`config.mk`:
```
export PLATFORM = sky130hd
export DESIGN_NAME = tns_walk
export DESIGN_NICKNAME = d
export VERILOG_FILES = /design/src/design/tns_pkg.sv /design/src/design/tns_walk.sv
export SDC_FILE = /design/constraint.sdc
export NUM_CORES = 1
export LEC_CHECK = 0
export BUFFER_PORTS_ARGS = -buffer_cell sky130_fd_sc_hd__buf_2
export CAP_MARGIN = 5
export CORE_ASPECT_RATIO = 1.2
export CORE_MARGIN = 2
export CORE_UTILIZATION = 45
export CTS_CLUSTER_SIZE = 12
export DETAILED_ROUTE_END_ITERATION = 10
export PLACE_DENSITY = 0.71
export SLEW_MARGIN = 5
export SYNTH_ARGS = -nofsm -noshare
export SYNTH_HDL_FRONTEND = slang
export SYNTH_SLANG_ARGS = --single-unit
```
`constraint.sdc`:
```
create_clock -name i_clk -period 5.79 [get_ports i_clk]
set_clock_uncertainty 0.2 [all_clocks]
set_input_delay 1.158 -clock i_clk [delete_from_list [all_inputs] [get_ports i_clk]]
set_output_delay 1.158 -clock i_clk [all_outputs]
set_load 0.02 [all_outputs]
```
`src/design/tns_pkg.sv`:
```
// shared types and constants for the tilemap nibble stamp block
`default_nettype none
package tns_pkg;

    // map geometry
    localparam int MAP_WORDS = 2048;
    localparam int ROW_WORDS = 32;
    localparam int ADDR_W    = $clog2(MAP_WORDS);
    localparam int COL_W     = $clog2(ROW_WORDS);
    localparam int MAX_W     = 64;
    localparam int MAX_H     = 32;

    // configuration port
    localparam int CFG_IDX_W  = 3;
    localparam int CFG_DATA_W = 7;

    localparam logic [CFG_IDX_W-1:0] REG_ORIGIN_X    = 3'd0;
    localparam logic [CFG_IDX_W-1:0] REG_ORIGIN_Y    = 3'd1;
    localparam logic [CFG_IDX_W-1:0] REG_RECT_WIDTH  = 3'd2;
    localparam logic [CFG_IDX_W-1:0] REG_RECT_HEIGHT = 3'd3;
    localparam logic [CFG_IDX_W-1:0] REG_ID_SOURCE   = 3'd4;
    localparam logic [CFG_IDX_W-1:0] REG_FIXED_ID    = 3'd5;

    // command codes
    typedef enum logic [1:0] {
        CMD_LOAD  = 2'd0,
        CMD_READ  = 2'd1,
        CMD_STAMP = 2'd2
    } t_cmd;

    // input beat
    typedef struct packed {
        logic [1:0]        cmd;
        logic [ADDR_W-1:0] map_addr;
        logic [15:0]       map_data;
        logic [7:0]        blob_byte;
    } t_in;

    // result beat
    typedef struct packed {
        logic [15:0]       read_data;
        logic              wrote;
        logic [ADDR_W-1:0] write_addr;
        logic [7:0]        echo_id;
        logic              blob_done;
        logic              out_of_range;
    } t_out;

    // rectangle geometry handed to the walker
    typedef struct packed {
        logic [5:0] origin_x;
        logic [4:0] origin_y;
        logic [6:0] rect_width;
        logic [5:0] rect_height;
    } t_geom;

    // current cell of the walk
    typedef struct packed {
        logic [ADDR_W-1:0] addr;
        logic              oor;
        logic              done;
    } t_cell;

endpackage
`default_nettype wire

```
`src/design/tns_walk.sv`:
```
// rectangle walker: column and row counters and map address of the current cell
`default_nettype none
module tns_walk (
    input  wire logic          i_clk,
    input  wire logic          i_rst_n,
    input  wire tns_pkg::t_geom i_geom,
    input  wire logic          i_restart,
    input  wire logic          i_step,
    output tns_pkg::t_cell     o_cell
);
    import tns_pkg::*;

    logic [5:0] r_col, n_col;
    logic [4:0] r_row, n_row;

    logic [6:0] w_eff;
    logic [5:0] h_eff;
    logic [6:0] col_map;
    logic [5:0] row_map;
    logic       col_last;
    logic       row_last;

    // clamp degenerate sizes
    always_comb begin
        if (i_geom.rect_width == 7'd0) begin
            w_eff = 7'd1;
        end else if (i_geom.rect_width > 7'(MAX_W)) begin
            w_eff = 7'(MAX_W);
        end else begin
            w_eff = i_geom.rect_width;
        end
        if (i_geom.rect_height == 6'd0) begin
            h_eff = 6'd1;
        end else if (i_geom.rect_height > 6'(MAX_H)) begin
            h_eff = 6'(MAX_H);
        end else begin
            h_eff = i_geom.rect_height;
        end
    end

    // map position, screen block select from column bit 5
    always_comb begin
        col_map  = {1'b0, i_geom.origin_x} + {1'b0, r_col};
        row_map  = {1'b0, i_geom.origin_y} + {1'b0, r_row};
        col_last = ({1'b0, r_col} + 7'd1) >= w_eff;
        row_last = ({1'b0, r_row} + 6'd1) >= h_eff;

        o_cell.oor  = col_map[6] | row_map[5];
        o_cell.addr = o_cell.oor ? '0 : {col_map[5], row_map[4:0], col_map[COL_W-1:0]};
        o_cell.done = col_last & row_last;
    end

    // counter advance
    always_comb begin
        n_col = r_col;
        n_row = r_row;
        if (i_restart) begin
            n_col = '0;
            n_row = '0;
        end else if (i_step) begin
            if (col_last) begin
                n_col = '0;
                n_row = row_last ? 5'd0 : r_row + 5'd1;
            end else begin
                n_col = r_col + 6'd1;
            end
        end
    end

    always_ff @(posedge i_clk) begin
        if (!i_rst_n) begin
            r_col <= '0;
            r_row <= '0;
        end else begin
            r_col <= n_col;
            r_row <= n_row;
        end
    end

endmodule
`default_nettype wire

```
======== After elaboration in Yosys (flattened, before gate mapping) ========
Index checks and enable logic that the tools add are counted.
operators by class
  muxes and demuxes ....................... 7
  bitwise operators ....................... 3
  $lt $le $gt $ge ......................... 4
  add/subtract/negate cells ............... 6
  reduce and logical (&&, ||, !) cells .... 4
operators by type and width
  operator                                                       number
  6-bit two-way mux                                              3
  7-bit two-way mux                                              2
  11-bit two-way mux                                             1
  6-bit by 1-bit adder with 7-bit output, second input constant  1
  6-bit by 6-bit adder with 7-bit output                         1
  7-bit greater-or-equal comparator                              1
  7-bit > comparator, second input constant                      1
  7-bit logical NOT                                              1
  5-bit by 1-bit adder with 6-bit output, second input constant  1
  5-bit by 5-bit adder with 6-bit output                         1
  6-bit by 1-bit adder with 6-bit output, second input constant  1
  6-bit greater-or-equal comparator                              1
  6-bit > comparator, second input constant                      1
  6-bit logical NOT                                              1
  5-bit by 1-bit adder with 5-bit output, second input constant  1
  5-bit two-way mux                                              1
  2-bit AND reduction                                            1
  2-bit OR reduction                                             1
  1-bit bitwise AND                                              1
  1-bit inverter                                                 1
  1-bit OR                                                       1
word-level totals
  flip-flop bits (word level) ............. 11
  bits of input ports ..................... 28
  output and inout bits ................... 13
  logic and storage cells ................. 26

======== Depth between registers and ports, before layout ========
Gate-level depths: netlist (run 1).
  depth in word-level cells ............... 5
  depth in mapped cells ................... 9
  gate-level depth less buffers ........... 9

======== Least setup slack after synthesis (run 1) ========
Ideal clock, no wire load.
  kind .................................... input to output
  start ................................... input port i_geom[18] (netlist name)
  end ..................................... output port o_cell[10] (netlist name)
  arrival time ............................ 2.992 ns
  buffers on the path ..................... 1
  stages .................................. 8
  path slack .............................. 1.440 ns
  required time ........................... 4.432 ns
  cell sequence ........................... ha_1 fa_1 a21o_1 a21oi_1 o21ai_0 a21o_1 clkbuf_1 nor2_1
RTL lines
  element          RTL line       text
  start, declared  tns_walk.sv:6  input wire tns_pkg::t_geom i_geom,
  end, declared    tns_walk.sv:9  output tns_pkg::t_cell o_cell

==> results of run 1 <==
## state kept, by name (all words and copies together), names as in the netlist
name	count
r_col	6
r_row	5
## critical path: cells and delay by family
| family | cells | cell delay, ps |
|---|---|---|
| AOI/OAI and AO/OA | 5 | 950 |
| adders and majority gates | 2 | 610 |
| buffers and inverters | 2 | 280 |
## worst min-delay path by stage
stage                               start               endpoint  slack [ps]
CTS                 r_row[4]$_SDFFE_PP0P_  r_row[4]$_SDFFE_PP0P_         360
finish              r_row[4]$_SDFFE_PP0P_  r_row[4]$_SDFFE_PP0P_         360
floorplan           r_row[4]$_SDFFE_PP0P_  r_row[4]$_SDFFE_PP0P_         300
global placement    r_row[4]$_SDFFE_PP0P_  r_row[4]$_SDFFE_PP0P_         350
detailed placement  r_row[4]$_SDFFE_PP0P_  r_row[4]$_SDFFE_PP0P_         350
global route        r_row[3]$_SDFFE_PP0P_  r_row[3]$_SDFFE_PP0P_         400
## cell usage in the layout, fill, tap and decap left out, types with 2 or more instances in the layout
| cell type | Yosys | routed |
|---|---|---|
| clkbuf_4 | 0 | 3 |
| nand3_1 | 5 | 5 |
| and3_1 | 3 | 3 |
| o31ai_1 | 2 | 2 |
| a21o_1 | 6 | 6 |
| o22ai_1 | 2 | 2 |
| fa_1 | 2 | 2 |
| inv_1 | 10 | 10 |
| nor2b_1 | 4 | 4 |
| or3_1 | 2 | 2 |
| nand2_1 | 18 | 18 |
| ha_1 | 26 | 26 |
| nor2_1 | 20 | 20 |
| xnor2_1 | 8 | 8 |
| o21ai_0 | 2 | 2 |
| buf_2 | 0 | 40 |
| nand4_1 | 3 | 3 |
| a21oi_1 | 10 | 10 |
| nor3_2 | 6 | 6 |
| dfxtp_1 | 11 | 11 |
| a211oi_1 | 3 | 3 |
| xor2_1 | 10 | 10 |
| o21ai_1 | 3 | 3 |
## routing by layer
metal,vias to the layer above,wire length [µm],share of wire (%),global-route usage (%)
met2,18,1540,54,31.0
met1,605,1220,43,19.0
met5,-,0,0,0
met3,5,81,2.8,3.94
li1,707,-,-,-
met4,0,28,0.97,5.18
## cell families (layout without fill, tap and decap cells)
group	count (synthesis)	count (layout)
AO/OA/AOI/OAI	35	35
buffers and inverters	13	54
multiplexers	1	1
flip-flops	11	11
AND/OR/NAND/NOR	68	68
XOR/XNOR	18	18
adder cells (fa/ha/maj)	28	28
## power by group through the flow
stage               Sequential (W)  Combinational [W]  Clock (W)
floorplan                0.0000789          0.0000416          0
global placement         0.0000793          0.0000626          0
detailed placement       0.0000793          0.0000636          0
CTS                      0.0000775          0.0000637  0.0000541
global route             0.0000776          0.0000710  0.0000574
finish                   0.0000775          0.0000626  0.0000537
## area by class of cell
type / count / share of cell area [%]
Tap cell: 36 / 2.68
Timing Repair Buffer: 40 / 11.9
Sequential cell: 11 / 13.1
Multi-Input combinational cell: 150 / 68.6
Clock buffer: 4 / 1.56
Inverter: 10 / 2.23
## stage by stage
stage	cells	hold slack (ps)	area, µm²
5_1_grt	251	401	1680
3_3_place_gp	247	349	1660
3_5_place_dp	247	350	1660
2_1_floorplan	174	296	1420
6_report	251	362	1680
4_1_cts	251	360	1680
==> metrics.md, run 1 <==
| Metric | Value |
|---|---|
| Drt pass-1 iters | `4` |
| Worst hold stages | `2` |
| Top post-synthesis cells by count | `ha_1, nor2_1, nand2_1, dfxtp_1` |
| Worst Setup SP | `i_geom[18]` |
| Simple-Gate Fraction of Synth Area | `24.9%` |
| Peak VDD IR | `0.000110 V` |
| TritonCTS sink count | `11` |
| Peak fanout along the critical path | `12` |
| Row Count | `22` |
| Top cells by area, synth | `ha_1, dfxtp_1, xor2_1` |
| Cell taking the most area after synthesis | `ha_1` |
| Leakage power | `0.869 nW` |
| Ant diodes | `0` |
| Clk slew on worst S/H paths | `70 ps` |
| EDFF count, synth | `0` |
| Cell Chain, Critical Path | `buf_2 > ha_1 > fa_1 > a21o_1 > a21oi_1 > o21ai_0 > a21o_1 > a31oi_1 > buf_2` |
| Core Region | `3030 µm²` |
| Final setup viols | `0` |
| Worst Reg-to-Reg Cells | `9` |
| Total die area | `3630 µm²` |
| RSZ-0062 raised after global routing | `no` |
| Psw | `0.0000649 W` |
| Largest net degree at the start of global routing | `13` |
| Reg2reg start | `r_col[1]$_SDFFE_PP0P_` |
| Util after Layout | `55.6%` |
| Ys Warns | `0` |
| Port buffer count | `40` |
| # IOs | `41` |
| Worst setup SP type | `primary input` |
| Total grt overflow | `0` |
| Comb power frac | `32.3%` |
| Slowest CP cell | `fa_1` |
| Fin nets | `272` |
| Area Growth Syn to Fin | `18.3%` |
| Xor and xnor area share after synthesis | `11.1%` |
| R2r endpoint | `r_row[2]$_SDFFE_PP0P_` |
| Power after layout | `0.000194 W` |
| Crit. End Element | `output port` |
| CTS hold repair buffers | `0` |
| Routed Antenna Nets | `0` |
| Setup TNS Final | `0 ps` |
| Share of the yosys chip area belonging to registers | `15.5%` |
| Pre-CTS WS | `1420 ps` |
| Post-synthesis adder-cell area fraction | `25.7%` |
| Syn Inst Count | `174` |
| FF+latch area | `220 µm²` |
| Status | `finished clean` |
| CTS buffer count | `3` |
| Maxcap violations | `0` |
| Main combinational cell family by area after synthesis | `adder cells` |
| Initial antenna violation count | `0` |
| Root Driver | `clkbuf_4` |
| Synth Net Count | `230` |
| Top-count cell post-synth | `ha_1` |
| Final hold viol count | `0` |
| Routed len/inst | `11.4 µm` |
| Vias in the first global route | `1227` |
| #FFs+latches synth | `11` |
| Worst Path Required | `4430 ps` |
| Hold crit path type | `reg -> reg` |
| Setup slack, reg-to-reg | `2920 ps` |
| Clock Power Share | `27.7%` |
| FILL cells | `306` |
| Starting DRT DRC Count | `13` |
| Cell Int Power | `0.000129 W` |
| Post-route DRC | `0` |
| Slowest stage delay, CP | `400 ps` |
| Crit path DAT | `3000 ps` |
| PostCTS Resize Cnt | `0` |
| Unique masters post-synth | `37` |
| Worst-margin pin slew | `512 ps` |
| Top_reg_cell synth | `dfxtp_1` |
| H-tree depth | `1` |
| Starting Density | `47.0%` |
| Worst-Skew Late Latency | `270 ps` |
| Postcts setup bufs | `0` |
| Worst Slack Setup Final | `1430 ps` |
| Switching part of the total power | `33.5%` |
| Fin. max-slew vios | `0` |
| Synthesized area | `1420 µm²` |
| Achievable Freq | `229 MHz` |
| CP Class | `in -> out` |
| Post-synthesis compound-gate area fraction | `18.7%` |
| Synth top area share | `22.9%` |
| First-pass GRT wire length | `4970 µm` |
| Post-Route WL | `2870 µm` |
| Vias per cell | `5.32` |
| Syn avg cell area | `8.18 µm²` |
| Register share of total power | `40.0%` |
| Min Tclk post-route | `4360 ps` |
| CTS tree | `built` |
| Max-slew headroom | `65.9%` |
| Detail Placement HPWL | `2430 µm` |
| Via count | `1335` |
| CTS max path bufs | `2` |
| Fin crit share | `75.3%` |
| Mux contribution to synthesized area | `0.704%` |
| RePlAce Congestion | `0.808` |
| Die width | `55.3 µm` |
| Gr usage total | `16.8%` |
| CP Capture Point | `o_cell[12]` |
| Area occupied by multi-input gates | `1150 µm²` |
| DIE HEIGHT | `65.6 µm` |
| PwrDens | `115 nW/µm²` |
| Async set or reset register ratio after synthesis | `0%` |
| Layout cells sized above 1 | `24.7%` |
(Power assumes the default switching activity.)
==> run 2: changes to the inputs <==
- PLACE_DENSITY: 0.71 -> 0.74
- clock period: 5.79 -> 3.5 ns (I/O delays scaled with it)
==> run 2 against run 1 <==
Sequential power grew 64%. Non-clock buffer count grew 5. Register-to-register slack lost 2100 ps. Via count shrank 0.60%. First-iteration DRC count grew 69%.
==> metrics.md, run 2 (synthesized netlist as in run 1, its figures left out) <==
| Metric | Value |
|---|---|
| Hold crit path type | `reg -> reg` |
| Worst Hold Slack | `348 ps` |
| Gr usage total | `16.1%` |
| Biggest regs | `r_col (6), r_row (5)` |
| Status | `finished clean` |
| Largest net degree at the start of global routing | `13` |
| Detail Placement HPWL | `2390 µm` |
| Peak VDD IR | `0.000197 V` |
| Crit. End Element | `output port` |
| CTS buffer count | `3` |
| Total grt overflow | `0` |
| Starting Density | `47.0%` |
| Worst Slack Setup Final | `114 ps` |
| Commonest non-fill, non-tap cells in the layout | `buf_2, ha_1, nor2_1, nand2_1, dfxtp_1` |
| Crit path DAT | `2490 ps` |
| Fin cells | `256` |
| H-tree depth | `1` |
| Worst Path Required | `2600 ps` |
| Setup TNS Final | `0 ps` |
| Achievable Freq | `295 MHz` |
| Placed insts | `252` |
| Commonest non-fill, non-tap cell in the layout | `buf_2` |
| DIE HEIGHT | `65.6 µm` |
| Post-Route WL | `2790 µm` |
| Root Driver | `clkbuf_4` |
| Biggest register | `r_col` |
| Worst Reg-to-Reg Cells | `10` |
| Final hold viol count | `0` |
| Starting DRT DRC Count | `22` |
| Fin crit share | `96.8%` |
| Layout cells sized above 1 | `29.1%` |
| FILL cells | `297` |
| TritonCTS sink count | `11` |
| Initial antenna violation count | `0` |
| Vias per cell | `5.18` |
| Core Region | `3030 µm²` |
| Row Count | `22` |
| Maxcap violations | `0` |
| Fin. max-slew vios | `0` |
| Total die area | `3630 µm²` |
| Worst-margin pin slew | `550 ps` |
| # IOs | `41` |
| Post-route DRC | `0` |
| Worst-Skew Late Latency | `270 ps` |
| Vias in the first global route | `1214` |
| Drt pass-1 iters | `4` |
| Routed len/inst | `10.9 µm` |
| CP Class | `in -> out` |
| Pre-CTS WS | `76.8 ps` |
| Peak fanout along the critical path | `12` |
| Max-slew headroom | `63.3%` |
| RePlAce Congestion | `0.808` |
| Final setup viols | `0` |
| Ant diodes | `0` |
| Worst setup SP type | `primary input` |
| Area Growth Syn to Fin | `22.0%` |
| PwrDens | `185 nW/µm²` |
| Routed Antenna Nets | `0` |
| Via count | `1327` |
| Postcts setup bufs | `0` |
| Max reg flops | `6` |
| Leakage power | `0.889 nW` |
| RSZ-0062 raised after global routing | `no` |
| Die width | `55.3 µm` |
| Worst hold stages | `2` |
| First-pass GRT wire length | `4770 µm` |
| Fin nets | `277` |
| CTS max path bufs | `2` |
| CTS tree | `built` |
| Port buffer count | `40` |
| Clk slew on worst S/H paths | `70 ps` |
| Min Tclk post-route | `3390 ps` |
-- run 2: cell count changes in the layout (fill, tap and decap cells not counted), sizes merged --
cell | before | now
buf | 40 | 45
clkbuf | 4 | 3
clkinv | 0 | 1
-- run 2: final cells by class --
type	instances	area, µm²	share of cell area, %
Multi-Input combinational cell	150	1170	67.3
Timing Repair Buffer	45	238	13.7
Sequential cell	11	220	12.7
Tap cell	36	45.0	2.60
Inverter	10	37.5	2.16
Clock buffer	3	22.5	1.30
Clock inverter	1	5.00	0.288
-- run 2: worst max-delay path, stage by stage --
cell,delay (ps)
buf_2,100
ha_1,210
fa_1,400
a21o_1,170
a21oi_1,180
o21ai_0,120
a21o_2,280
a31oi_1,150
buf_2,180
-- run 2: path summary, 6_finish.rpt --
path	to	slack, ps	startpoint
hold / removal	r_row[4]$_SDFFE_PP0P_	350	r_row[4]$_SDFFE_PP0P_
setup / recovery	o_cell[12]	110	i_geom[18]
hold reg to reg	r_row[4]$_SDFFE_PP0P_	350	r_row[4]$_SDFFE_PP0P_
setup reg to reg	r_col[0]$_SDFFE_PP0P_	840	r_col[0]$_SDFFE_PP0P_
-- run 2: power by group --
part	internal (W)	leakage [nW]	switching, W	total, W
Combinational	0.0000464	0.783	0.0000617	0.000108
Sequential	0.000126	0.0887	0.000000907	0.000127
Clock	0.0000423	0.0177	0.0000445	0.0000868
-- run 2: per-stage QoR --
| stage | cell area (µm²) | utilization, % | power [W] |
|---|---|---|---|
| detailed placement | 1690 | 56.0 | 0.000238 |
| finish | 1740 | 57.3 | 0.000322 |
| floorplan | 1420 | - | 0.000199 |
| global route | 1740 | 57.3 | 0.000344 |
| CTS | 1720 | 56.9 | 0.000323 |
| global placement | 1690 | 56.0 | 0.000238 |
-- run 2: metal layers --
layer,up-vias,GRT usage (%),wire length [µm]
li1,711,-,-
met1,590,17.9,1250
met2,24,31.0,1430
met3,2,3.74,105
met4,0,3.05,10
met5,-,0,0
-- run 2: repair_timing --
item	CTS	global route
gates resized for setup	0	5
setup endpoints to repair	0	4
hold buffers	0	0
